## config.mk

```make
export PLATFORM = sky130hd
export DESIGN_NAME = fibonacci_matrix_power_mod
export DESIGN_NICKNAME = d
export VERILOG_FILES = /design/src/design/fmpm_pkg.sv /design/src/design/fmpm_reduce.sv /design/src/design/fmpm_datapath.sv /design/src/design/fmpm_seq.sv /design/src/design/fibonacci_matrix_power_mod.sv
export VERILOG_INCLUDE_DIRS = /design/src /design/src/design
export SDC_FILE = /design/constraint.sdc
export NUM_CORES = 2
export LEC_CHECK = 0
export ABC_CLOCK_PERIOD_IN_PS = 14150
export BUFFER_PORTS_ARGS = -buffer_cell sky130_fd_sc_hd__buf_2
export CAP_MARGIN = 20
export CORE_ASPECT_RATIO = 1.2
export CORE_MARGIN = 3
export CORE_UTILIZATION = 40
export DETAILED_ROUTE_END_ITERATION = 16
export PLACE_DENSITY = 0.58
export RECOVER_POWER = 50
export SKIP_LAST_GASP = 1
export SYNTH_ARGS = -nofsm -noshare
export SYNTH_HDL_FRONTEND = slang
export SYNTH_HIERARCHICAL = 1
export SYNTH_SLANG_ARGS = --single-unit
```

## constraint.sdc

```tcl
create_clock -name clk_i -period 14.15 [get_ports clk_i]
set_input_delay 1.415 -clock clk_i [delete_from_list [all_inputs] [get_ports clk_i]]
set_output_delay 1.415 -clock clk_i [all_outputs]
set_load 0.02 [all_outputs]
```

## src/design/fibonacci_matrix_power_mod_macros.svh

```systemverilog
// Assertion macros shared by the Fibonacci matrix power modules.
`ifndef FIBONACCI_MATRIX_POWER_MOD_MACROS_SVH
`define FIBONACCI_MATRIX_POWER_MOD_MACROS_SVH
`ifndef SYNTHESIS
`define FMPM_ASSERT(lbl, prop, msg) \
  lbl: assert property (@(posedge clk_i) disable iff (!rst_ni) (prop)) else $error(msg);
`define FMPM_ASSERT_NEXT(lbl, ante, cons, msg) \
  lbl: assert property (@(posedge clk_i) disable iff (!rst_ni) (ante) |=> (cons)) \
    else $error(msg);
`else
`define FMPM_ASSERT(lbl, prop, msg)
`define FMPM_ASSERT_NEXT(lbl, ante, cons, msg)
`endif
`endif

```

## src/design/fmpm_pkg.sv

```systemverilog
// Types, constants and microcode program of the Fibonacci matrix power block.
package fmpm_pkg;

  localparam int INDEX_BITS   = 63;
  localparam int MOD_BITS     = 30;
  localparam int MOD_REG_BITS = 31;
  localparam int PROD_BITS    = 2 * MOD_BITS;
  localparam int DATA_BITS    = 32;
  localparam int REG_IDX_BITS = 1;
  localparam int PADDR_BITS   = REG_IDX_BITS + 2;

  localparam logic [REG_IDX_BITS-1:0] REG_MODULUS = REG_IDX_BITS'(0);

  localparam logic [MOD_REG_BITS-1:0] MODULUS_RESET = MOD_REG_BITS'(998244352);
  localparam logic [MOD_REG_BITS-1:0] MOD_LIMIT     = MOD_REG_BITS'(1) << MOD_BITS;
  localparam logic [MOD_REG_BITS-1:0] MOD_MIN       = MOD_REG_BITS'(2);

  // remainder unit: radix-16 restoring remainder over a 64-bit sum of two products
  localparam int RED_BITS     = 64;
  localparam int RED_RADIX    = 4;
  localparam int RED_STEPS    = RED_BITS / RED_RADIX;
  localparam int RED_CNT_BITS = $clog2(RED_STEPS);

  // symmetric 2x2 matrix [[a,b],[b,c]]
  typedef struct packed {
    logic [MOD_BITS-1:0] a;
    logic [MOD_BITS-1:0] b;
    logic [MOD_BITS-1:0] c;
  } fmpm_mat_t;

  localparam fmpm_mat_t MAT_IDENT = '{a: MOD_BITS'(1), b: MOD_BITS'(0), c: MOD_BITS'(1)};
  localparam fmpm_mat_t MAT_STEP  = '{a: MOD_BITS'(1), b: MOD_BITS'(1), c: MOD_BITS'(0)};

  typedef enum logic [1:0] {ENT_A, ENT_B, ENT_C} ent_e;
  typedef enum logic [1:0] {COPY_NONE, COPY_ACC, COPY_BASE} copy_e;
  typedef enum logic [2:0] {
    COND_NEXT, COND_ALWAYS, COND_WAIT, COND_SPECIAL, COND_NOT_P0, COND_P_LAST, COND_RED_MORE
  } cond_e;

  localparam int UPC_BITS = 6;

  typedef struct packed {
    logic                x_base;
    ent_e                x_idx;
    logic                y_base;
    ent_e                y_idx;
    logic                mul_en;
    logic                hold_en;
    logic                red_load;
    logic                red_run;
    logic                t_wr;
    ent_e                t_idx;
    copy_e               copy;
    logic                p_shift;
    logic                fin;
    cond_e               cond;
    logic [UPC_BITS-1:0] target;
  } fmpm_ctrl_t;

  typedef struct packed {
    logic special;
    logic p0;
    logic p_last;
    logic red_more;
  } fmpm_stat_t;

  localparam fmpm_ctrl_t CTRL_NOP = '0;

  // program layout
  localparam int SECT_LEN  = 14;
  localparam logic [UPC_BITS-1:0] S_IDLE    = UPC_BITS'(0);
  localparam logic [UPC_BITS-1:0] S_CHECK   = UPC_BITS'(1);
  localparam logic [UPC_BITS-1:0] S_LOOP    = UPC_BITS'(2);
  localparam logic [UPC_BITS-1:0] MUL_FIRST = UPC_BITS'(3);
  localparam logic [UPC_BITS-1:0] MUL_LAST  = UPC_BITS'(3 + SECT_LEN - 1);
  localparam logic [UPC_BITS-1:0] S_SQ      = UPC_BITS'(3 + SECT_LEN);
  localparam logic [UPC_BITS-1:0] SQ_FIRST  = UPC_BITS'(4 + SECT_LEN);
  localparam logic [UPC_BITS-1:0] SQ_LAST   = UPC_BITS'(4 + 2 * SECT_LEN - 1);
  localparam logic [UPC_BITS-1:0] S_FIN     = UPC_BITS'(4 + 2 * SECT_LEN);

  localparam logic [3:0] SECT_COPY  = 4'd13;
  localparam logic [1:0] ENT_WRLAST = 2'd3;
  localparam logic [1:0] PH_MUL0    = 2'd0;
  localparam logic [1:0] PH_MUL1    = 2'd1;
  localparam logic [1:0] PH_LOAD    = 2'd2;
  localparam logic [1:0] PH_RUN     = 2'd3;

  function automatic fmpm_mat_t mat_put(input fmpm_mat_t m, input ent_e idx,
                                        input logic [MOD_BITS-1:0] v);
    fmpm_mat_t r;
    r = m;
    case (idx)
      ENT_A:   r.a = v;
      ENT_B:   r.b = v;
      ENT_C:   r.c = v;
      default: r = m;
    endcase
    return r;
  endfunction

  function automatic logic [MOD_BITS-1:0] mat_get(input fmpm_mat_t m, input ent_e idx);
    logic [MOD_BITS-1:0] v;
    case (idx)
      ENT_A:   v = m.a;
      ENT_B:   v = m.b;
      ENT_C:   v = m.c;
      default: v = '0;
    endcase
    return v;
  endfunction

  // One section computes a product X*Y of symmetric matrices, entry by entry:
  //   a = Xa*Ya + Xb*Yb, b = Xa*Yb + Xb*Yc, c = Xb*Yb + Xc*Yc
  function automatic fmpm_ctrl_t sect_word(input logic [UPC_BITS-1:0] step,
                                           input logic [UPC_BITS-1:0] first,
                                           input logic sq);
    fmpm_ctrl_t w;
    logic [UPC_BITS-1:0] off;
    logic [1:0] entry;
    logic [1:0] phase;
    w     = CTRL_NOP;
    off   = step - first;
    entry = off[3:2];
    phase = off[1:0];
    w.x_base = sq;
    w.y_base = 1'b1;
    if (off[3:0] == SECT_COPY) begin
      w.copy = sq ? COPY_BASE : COPY_ACC;
      if (sq) begin
        w.p_shift = 1'b1;
        w.cond    = COND_ALWAYS;
        w.target  = S_LOOP;
      end
    end else if (entry == ENT_WRLAST) begin
      w.t_wr  = 1'b1;
      w.t_idx = ENT_C;
    end else begin
      case (phase)
        PH_MUL0: begin
          w.mul_en = 1'b1;
          case (entry)
            2'd0:    begin w.x_idx = ENT_A; w.y_idx = ENT_A; end
            2'd1:    begin w.x_idx = ENT_A; w.y_idx = ENT_B; w.t_wr = 1'b1; w.t_idx = ENT_A; end
            default: begin w.x_idx = ENT_B; w.y_idx = ENT_B; w.t_wr = 1'b1; w.t_idx = ENT_B; end
          endcase
        end
        PH_MUL1: begin
          w.mul_en  = 1'b1;
          w.hold_en = 1'b1;
          case (entry)
            2'd0:    begin w.x_idx = ENT_B; w.y_idx = ENT_B; end
            2'd1:    begin w.x_idx = ENT_B; w.y_idx = ENT_C; end
            default: begin w.x_idx = ENT_C; w.y_idx = ENT_C; end
          endcase
        end
        PH_LOAD: w.red_load = 1'b1;
        default: begin
          w.red_run = 1'b1;
          w.cond    = COND_RED_MORE;
          w.target  = step;
        end
      endcase
    end
    return w;
  endfunction

  function automatic fmpm_ctrl_t ucode(input logic [UPC_BITS-1:0] step);
    fmpm_ctrl_t w;
    w = CTRL_NOP;
    case (step) inside
      S_IDLE:  begin w.cond = COND_WAIT;    w.target = S_IDLE; end
      S_CHECK: begin w.cond = COND_SPECIAL; w.target = S_FIN;  end
      S_LOOP:  begin w.cond = COND_NOT_P0;  w.target = S_SQ;   end
      S_SQ:    begin w.cond = COND_P_LAST;  w.target = S_FIN;  end
      S_FIN:   begin w.fin = 1'b1; w.cond = COND_ALWAYS; w.target = S_IDLE; end
      [MUL_FIRST:MUL_LAST]: w = sect_word(step, MUL_FIRST, 1'b0);
      [SQ_FIRST:SQ_LAST]:   w = sect_word(step, SQ_FIRST, 1'b1);
      default: begin w.cond = COND_ALWAYS; w.target = S_IDLE; end
    endcase
    return w;
  endfunction

endpackage

```

## src/design/fmpm_reduce.sv

```systemverilog
// Multi-cycle remainder unit: 64-bit value modulo a 31-bit modulus, four bits a cycle while run_i is high.
`include "fibonacci_matrix_power_mod_macros.svh"

module fmpm_reduce (
  input  logic                              clk_i,
  input  logic                              rst_ni,
  input  logic                              load_i,
  input  logic                              run_i,
  input  logic [fmpm_pkg::RED_BITS-1:0]     x_i,
  input  logic [fmpm_pkg::MOD_REG_BITS-1:0] m_i,
  output logic [fmpm_pkg::MOD_BITS-1:0]     rem_o,
  output logic                              more_o
);

  logic [fmpm_pkg::RED_BITS-1:0]     x_q, x_d;
  logic [fmpm_pkg::MOD_BITS-1:0]     r_q, r_d;
  logic [fmpm_pkg::RED_CNT_BITS-1:0] cnt_q;
  logic [fmpm_pkg::MOD_REG_BITS-1:0] trial;

  // restoring remainder, MSB first; r stays below m so {r, bit} fits 31 bits
  always_comb begin
    r_d   = r_q;
    x_d   = x_q << fmpm_pkg::RED_RADIX;
    trial = '0;
    for (int j = 0; j < fmpm_pkg::RED_RADIX; j++) begin
      trial = {r_d, x_q[fmpm_pkg::RED_BITS-1-j]};
      if (trial >= m_i) begin
        trial = trial - m_i;
      end
      r_d = trial[fmpm_pkg::MOD_BITS-1:0];
    end
  end

  always_ff @(posedge clk_i) begin
    if (load_i) begin
      x_q <= x_i;
      r_q <= '0;
    end else if (run_i) begin
      x_q <= x_d;
      r_q <= r_d;
    end
  end

  always_ff @(posedge clk_i or negedge rst_ni) begin
    if (!rst_ni) begin
      cnt_q <= '0;
    end else if (load_i) begin
      cnt_q <= '0;
    end else if (run_i) begin
      cnt_q <= cnt_q + fmpm_pkg::RED_CNT_BITS'(1);
    end
  end

  assign rem_o  = r_q;
  assign more_o = (cnt_q != fmpm_pkg::RED_CNT_BITS'(fmpm_pkg::RED_STEPS - 1));

  `FMPM_ASSERT_NEXT(a_rem_below_mod, run_i, {1'b0, rem_o} < m_i, "remainder not below modulus")

endmodule

```

## src/design/fmpm_datapath.sv

```systemverilog
// Matrix registers, shared multiplier and remainder unit driven by the control word.
`include "fibonacci_matrix_power_mod_macros.svh"

module fmpm_datapath (
  input  logic                                clk_i,
  input  logic                                rst_ni,
  input  fmpm_pkg::fmpm_ctrl_t                ctrl_i,
  input  logic                                accept_i,
  input  logic [fmpm_pkg::INDEX_BITS-1:0]     index_i,
  input  logic [fmpm_pkg::MOD_REG_BITS-1:0]   modulus_i,
  output fmpm_pkg::fmpm_stat_t                stat_o,
  output logic                                done_o,
  output logic [fmpm_pkg::MOD_BITS-1:0]       fib_value_o
);

  logic [fmpm_pkg::MOD_REG_BITS-1:0] m_q, m_eff;
  logic [fmpm_pkg::INDEX_BITS-1:0]   p_q;
  logic                              special_q, one_q;
  fmpm_pkg::fmpm_mat_t               acc_q, base_q, t_q, x_mat, y_mat;
  logic [fmpm_pkg::MOD_BITS-1:0]     opx, opy, rem;
  logic [fmpm_pkg::PROD_BITS-1:0]    prod_q, prod_d, hold_q;
  logic [fmpm_pkg::RED_BITS-1:0]     red_x;
  logic                              red_more;
  logic                              done_q;
  logic [fmpm_pkg::MOD_BITS-1:0]     fib_q;

  // modulus above 2^30 saturates
  assign m_eff = (modulus_i > fmpm_pkg::MOD_LIMIT) ? fmpm_pkg::MOD_LIMIT : modulus_i;

  assign x_mat  = ctrl_i.x_base ? base_q : acc_q;
  assign y_mat  = ctrl_i.y_base ? base_q : acc_q;
  assign opx    = fmpm_pkg::mat_get(x_mat, ctrl_i.x_idx);
  assign opy    = fmpm_pkg::mat_get(y_mat, ctrl_i.y_idx);
  assign prod_d = fmpm_pkg::PROD_BITS'(opx) * fmpm_pkg::PROD_BITS'(opy);
  assign red_x  = fmpm_pkg::RED_BITS'(hold_q) + fmpm_pkg::RED_BITS'(prod_q);

  fmpm_reduce u_reduce (
    .clk_i  (clk_i),
    .rst_ni (rst_ni),
    .load_i (ctrl_i.red_load),
    .run_i  (ctrl_i.red_run),
    .x_i    (red_x),
    .m_i    (m_q),
    .rem_o  (rem),
    .more_o (red_more)
  );

  always_ff @(posedge clk_i) begin
    if (accept_i) begin
      m_q    <= m_eff;
      p_q    <= index_i - fmpm_pkg::INDEX_BITS'(1);
      one_q  <= (m_eff >= fmpm_pkg::MOD_MIN) && (index_i == fmpm_pkg::INDEX_BITS'(1));
      acc_q  <= fmpm_pkg::MAT_IDENT;
      base_q <= fmpm_pkg::MAT_STEP;
    end else begin
      if (ctrl_i.p_shift) begin
        p_q <= p_q >> 1;
      end
      if (ctrl_i.copy == fmpm_pkg::COPY_ACC) begin
        acc_q <= t_q;
      end
      if (ctrl_i.copy == fmpm_pkg::COPY_BASE) begin
        base_q <= t_q;
      end
    end
    if (ctrl_i.mul_en) begin
      prod_q <= prod_d;
    end
    if (ctrl_i.hold_en) begin
      hold_q <= prod_q;
    end
    if (ctrl_i.t_wr) begin
      t_q <= fmpm_pkg::mat_put(t_q, ctrl_i.t_idx, rem);
    end
    if (ctrl_i.fin) begin
      fib_q <= special_q ? fmpm_pkg::MOD_BITS'(one_q) : acc_q.a;
    end
  end

  always_ff @(posedge clk_i or negedge rst_ni) begin
    if (!rst_ni) begin
      special_q <= 1'b0;
      done_q    <= 1'b0;
    end else begin
      if (accept_i) begin
        special_q <= (m_eff < fmpm_pkg::MOD_MIN) || (index_i < fmpm_pkg::INDEX_BITS'(2));
      end
      done_q <= ctrl_i.fin;
    end
  end

  assign stat_o.special  = special_q;
  assign stat_o.p0       = p_q[0];
  assign stat_o.p_last   = ((p_q >> 1) == '0);
  assign stat_o.red_more = red_more;
  assign done_o          = done_q;
  assign fib_value_o     = fib_q;

  `FMPM_ASSERT_NEXT(a_done_single, done_q, !done_q, "result strobe longer than one cycle")

endmodule

```

## src/design/fmpm_seq.sv

```systemverilog
// Microcode sequencer: step counter, program table lookup and conditional jumps.
`include "fibonacci_matrix_power_mod_macros.svh"

module fmpm_seq (
  input  logic                 clk_i,
  input  logic                 rst_ni,
  input  logic                 start_i,
  input  fmpm_pkg::fmpm_stat_t stat_i,
  output fmpm_pkg::fmpm_ctrl_t ctrl_o,
  output logic                 accept_o,
  output logic                 busy_o
);

  logic [fmpm_pkg::UPC_BITS-1:0] upc_q, upc_d;
  logic                          take;

  assign ctrl_o   = fmpm_pkg::ucode(upc_q);
  assign busy_o   = (upc_q != fmpm_pkg::S_IDLE);
  assign accept_o = start_i && !busy_o;

  always_comb begin
    case (ctrl_o.cond)
      fmpm_pkg::COND_NEXT:     take = 1'b0;
      fmpm_pkg::COND_ALWAYS:   take = 1'b1;
      fmpm_pkg::COND_WAIT:     take = !start_i;
      fmpm_pkg::COND_SPECIAL:  take = stat_i.special;
      fmpm_pkg::COND_NOT_P0:   take = !stat_i.p0;
      fmpm_pkg::COND_P_LAST:   take = stat_i.p_last;
      fmpm_pkg::COND_RED_MORE: take = stat_i.red_more;
      default:                 take = 1'b0;
    endcase
    upc_d = take ? ctrl_o.target : upc_q + fmpm_pkg::UPC_BITS'(1);
  end

  always_ff @(posedge clk_i or negedge rst_ni) begin
    if (!rst_ni) begin
      upc_q <= fmpm_pkg::S_IDLE;
    end else begin
      upc_q <= upc_d;
    end
  end

  // while busy, the only step that repeats itself is a remainder iteration
  `FMPM_ASSERT(a_hold_only_reduce, busy_o && $stable(upc_q) |-> ctrl_o.red_run, "step held outside remainder loop")

endmodule

```

## src/design/fibonacci_matrix_power_mod.sv

```systemverilog
// Top level: Fibonacci number modulo a register value by 2x2 matrix powers.
//
//  channel   ports                                   handshake
//  --------  --------------------------------------  ------------------------------
//  input     index_i                                 start high while busy low
//  result    fib_value_o                             done_o high for one cycle
//  config    psel penable pwrite paddr pwdata        APB write, pready tied high
//            prdata                                  register 0 = modulus
//
// A word with index below 2, or with modulus below 2, goes from the check step straight to the final step.
// Otherwise each set bit of index-1 costs one matrix product and each bit but the
// last one square (the last bit skips its square): each matrix entry is two
// products on the one 30x30 multiplier and a radix-16 remainder, three entries per
// matrix product.
// busy drops in the cycle the result is shown, so the next word can start then.
// The receiver takes every result; nothing stalls the block. No clearing pass after reset.
`include "fibonacci_matrix_power_mod_macros.svh"

module fibonacci_matrix_power_mod (
  input  logic                                clk_i,
  input  logic                                rst_ni,
  input  logic                                start,
  output logic                                busy,
  input  logic [fmpm_pkg::INDEX_BITS-1:0]     index_i,
  output logic                                done_o,
  output logic [fmpm_pkg::MOD_BITS-1:0]       fib_value_o,
  input  logic                                psel,
  input  logic                                penable,
  input  logic                                pwrite,
  input  logic [fmpm_pkg::PADDR_BITS-1:0]     paddr,
  input  logic [fmpm_pkg::DATA_BITS-1:0]      pwdata,
  output logic [fmpm_pkg::DATA_BITS-1:0]      prdata,
  output logic                                pready
);

  logic [fmpm_pkg::MOD_REG_BITS-1:0] modulus_q;
  logic [fmpm_pkg::REG_IDX_BITS-1:0] reg_idx;
  logic                              wr_en;
  logic                              accept;
  fmpm_pkg::fmpm_ctrl_t              ctrl;
  fmpm_pkg::fmpm_stat_t              stat;

  assign pready  = 1'b1;
  assign reg_idx = paddr[fmpm_pkg::PADDR_BITS-1:2];
  assign wr_en   = psel && penable && pwrite && pready;
  assign prdata  = (reg_idx == fmpm_pkg::REG_MODULUS) ?
                   fmpm_pkg::DATA_BITS'(modulus_q) : '0;

  always_ff @(posedge clk_i or negedge rst_ni) begin
    if (!rst_ni) begin
      modulus_q <= fmpm_pkg::MODULUS_RESET;
    end else if (wr_en && (reg_idx == fmpm_pkg::REG_MODULUS)) begin
      modulus_q <= pwdata[fmpm_pkg::MOD_REG_BITS-1:0];
    end
  end

  fmpm_seq u_seq (
    .clk_i    (clk_i),
    .rst_ni   (rst_ni),
    .start_i  (start),
    .stat_i   (stat),
    .ctrl_o   (ctrl),
    .accept_o (accept),
    .busy_o   (busy)
  );

  fmpm_datapath u_datapath (
    .clk_i       (clk_i),
    .rst_ni      (rst_ni),
    .ctrl_i      (ctrl),
    .accept_i    (accept),
    .index_i     (index_i),
    .modulus_i   (modulus_q),
    .stat_o      (stat),
    .done_o      (done_o),
    .fib_value_o (fib_value_o)
  );

endmodule
```

==> impl_results.md <==
* Outcome: finished, violations left
* Violated checks: capacitance limit, slew limit
* Overall routing resource usage at between 20% and 30%
* WP data required at 14530 ps
* Crit Path Class: flop to flop
* # nets final at between 8000 and 9000
* Synth Cell Area at between 60000 and 70000 um^2
* DR DRC count at 0
* Max-cap viol count at 8
* Vias in the first global route at 56000
* Commonest cells after routing, fill and taps aside: nand2_1 (1062), inv_1 (989), fa_1 (785)
* Worst setup EP type: flop
* Post-synthesis instance total at around 7600
* Most common cell after layout, fill and taps aside: nand2_1
* Initial Util at roughly two fifths
* Number of H-tree levels at 3
* Setup bufs post-CTS at 0
* HPWL Detailed at roughly 170 mm
* Post-DR wirelength/cell at around 22 um
* Via/cell ratio at between 5 and 6
* Placer's final routability congestion estimate at 0.945
* Initial antenna violation count at 3
* Die height at ~460 um
* Largest net degree at the start of global routing at 190
* Worst-Margin Slew at 8070 ps
* Clock transition at path regs at 60 ps
* Die width at approximately 380 um
* Final setup violation count at 0
* Clock skew at 61.3 ps
* Cell mode on critical path: fa_1
* Iter 0 DRT Violations at approximately 4300
* Total grt overflow at 0
* Root buffer cell: clkbuf_16
* DRT Wirelength at 218 mm
* Die area at roughly 180000 um^2
* Crit path time final at about 13000 ps
* Top Ports at about 170
* Worst r2r dst: u_datapath/prod_q[54]
* Hold Crit Class: flop to flop
* Reg2Reg Depth at 40
* TritonCTS Buffers at 75
* Worst path slowest cell: nor2_4
* Layout cell share with drive strength beyond 1 at 7.69%
* Ys Warns at 6
* Clock Latency Late Sink at ~700 ps
* CTS resizes at 0
* Max clock buf depth at 3
* Worst r2r src: u_seq/upc_q[0]
* Cts hold-fix bufs at 0
* Max Freq at roughly 0.077 GHz
* Drt first pass iters at 6
* Crit Path Max Fanout at 32
* Area added between synthesis and finish at 8.40%
* Fin Setup TNS at 0 ps
* Vias post-DR at 54700
* Worst Hold Path Cells at 0
* Slew Viols, Final at around 450
* Worst Path Arrival at ~13000 ps
* Max stage delay on crit path at 810 ps
* R2R setup slack at 1110 ps
* Final Cycle Share at around 92%
* HP Start: u_datapath/prod_q[55]
* Row count at around 170
* Port bufs at 163
* Clk sinks at approximately 650
* Core Box Area at between 150000 and 200000 um^2
* Final hold vios at 0
* First-pass GRT wire length at roughly 330 mm
* RSZ-0062 raised after global routing: false
* Routed Antenna Nets at 0
* Syn_area_per_cell at between 9 and 10 um^2
* Worst slew margin at -438%
* CTS tree: yes
* Worst Hold End: u_datapath/hold_q[55]
* Nature of the critical path startpoint: flop
-- layer usage --
layer | global-route usage (%) | part of all wire [%] | vias up
met2 | 40.7 | 47 | 2179
met1 | 29.7 | 38 | 26900
met5 | 0 | 0 | -
met3 | 4.38 | 7.3 | 585
li1 | - | - | 25000
met4 | 15.9 | 7.5 | 0
-- sequential cells by signal, indices dropped and copies added, names as in the netlist --
register	count
u_datapath/u_reduce/rem_o	30
u_datapath/special_q	1
u_datapath/base_q	90
u_datapath/m_q	31
u_datapath/one_q	1
u_datapath/p_q	63
u_datapath/u_reduce/x_q	64
modulus_q	31
u_datapath/t_q	90
u_datapath/done_o	1
u_datapath/prod_q	60
u_datapath/u_reduce/cnt_q	4
u_datapath/hold_q	60
u_datapath/fib_value_o	30
u_datapath/acc_q	90
u_seq/upc_q	6
-- critical path: cells and delay by family, from the launching register on --
| kind | cells | cell delay (ps) |
|---|---|---|
| buf+inv | 9 | 1300 |
| compound gates | 9 | 2540 |
| xor+xnor | 1 | 110 |
| flops | 1 | 530 |
| simple gates | 11 | 3150 |
| fa+ha+maj | 10 | 5060 |
-- area by class of cell --
type / instances / area [um^2]
fillers: 16800 / 95100
multi-input cells: 5534 / 45900
flip-flops and latches: 652 / 17300
inverters: 991 / 3720
well taps: 2254 / 2820
clock buffers: 103 / 2170
repair buffers: 317 / 1900
clock inverters: 34 / 390
diodes: 3 / 7.51
-- worst max-delay path by stage --
stage,slack (ps),start,depth (start not counted),to
after CTS,1140,u_seq/upc_q[0],40,u_datapath/prod_q[54]
after floorplan,2970,u_seq/upc_q[0],42,u_datapath/prod_q[54]
after detailed placement,1200,u_seq/upc_q[0],40,u_datapath/prod_q[54]
after global placement,1390,u_seq/upc_q[0],40,u_datapath/prod_q[54]
after global routing,560,u_seq/upc_q[0],40,u_datapath/prod_q[54]
final,1110,u_seq/upc_q[0],40,u_datapath/prod_q[54]
-- per-stage QoR --
| step | area [um^2] | cells | hold WS, ps | setup WS [ps] | utilization [%] |
|---|---|---|---|---|---|
| after floorplan | 68500 | 7585 | 433 | 2970 | - |
| after global placement | 71900 | 9742 | 448 | 1390 | 42.5 |
| after detailed placement | 71900 | 9742 | 443 | 1200 | 42.5 |
| after CTS | 74500 | 9879 | 430 | 1140 | 44.0 |
| after global routing | 74200 | 9885 | 457 | 555 | 43.8 |
| final | 74200 | 9888 | 430 | 1110 | 43.8 |
Power is left out: the tool's default activity adds up to more than one toggle a clock period on the data nets, which glitch-free logic cannot reach.
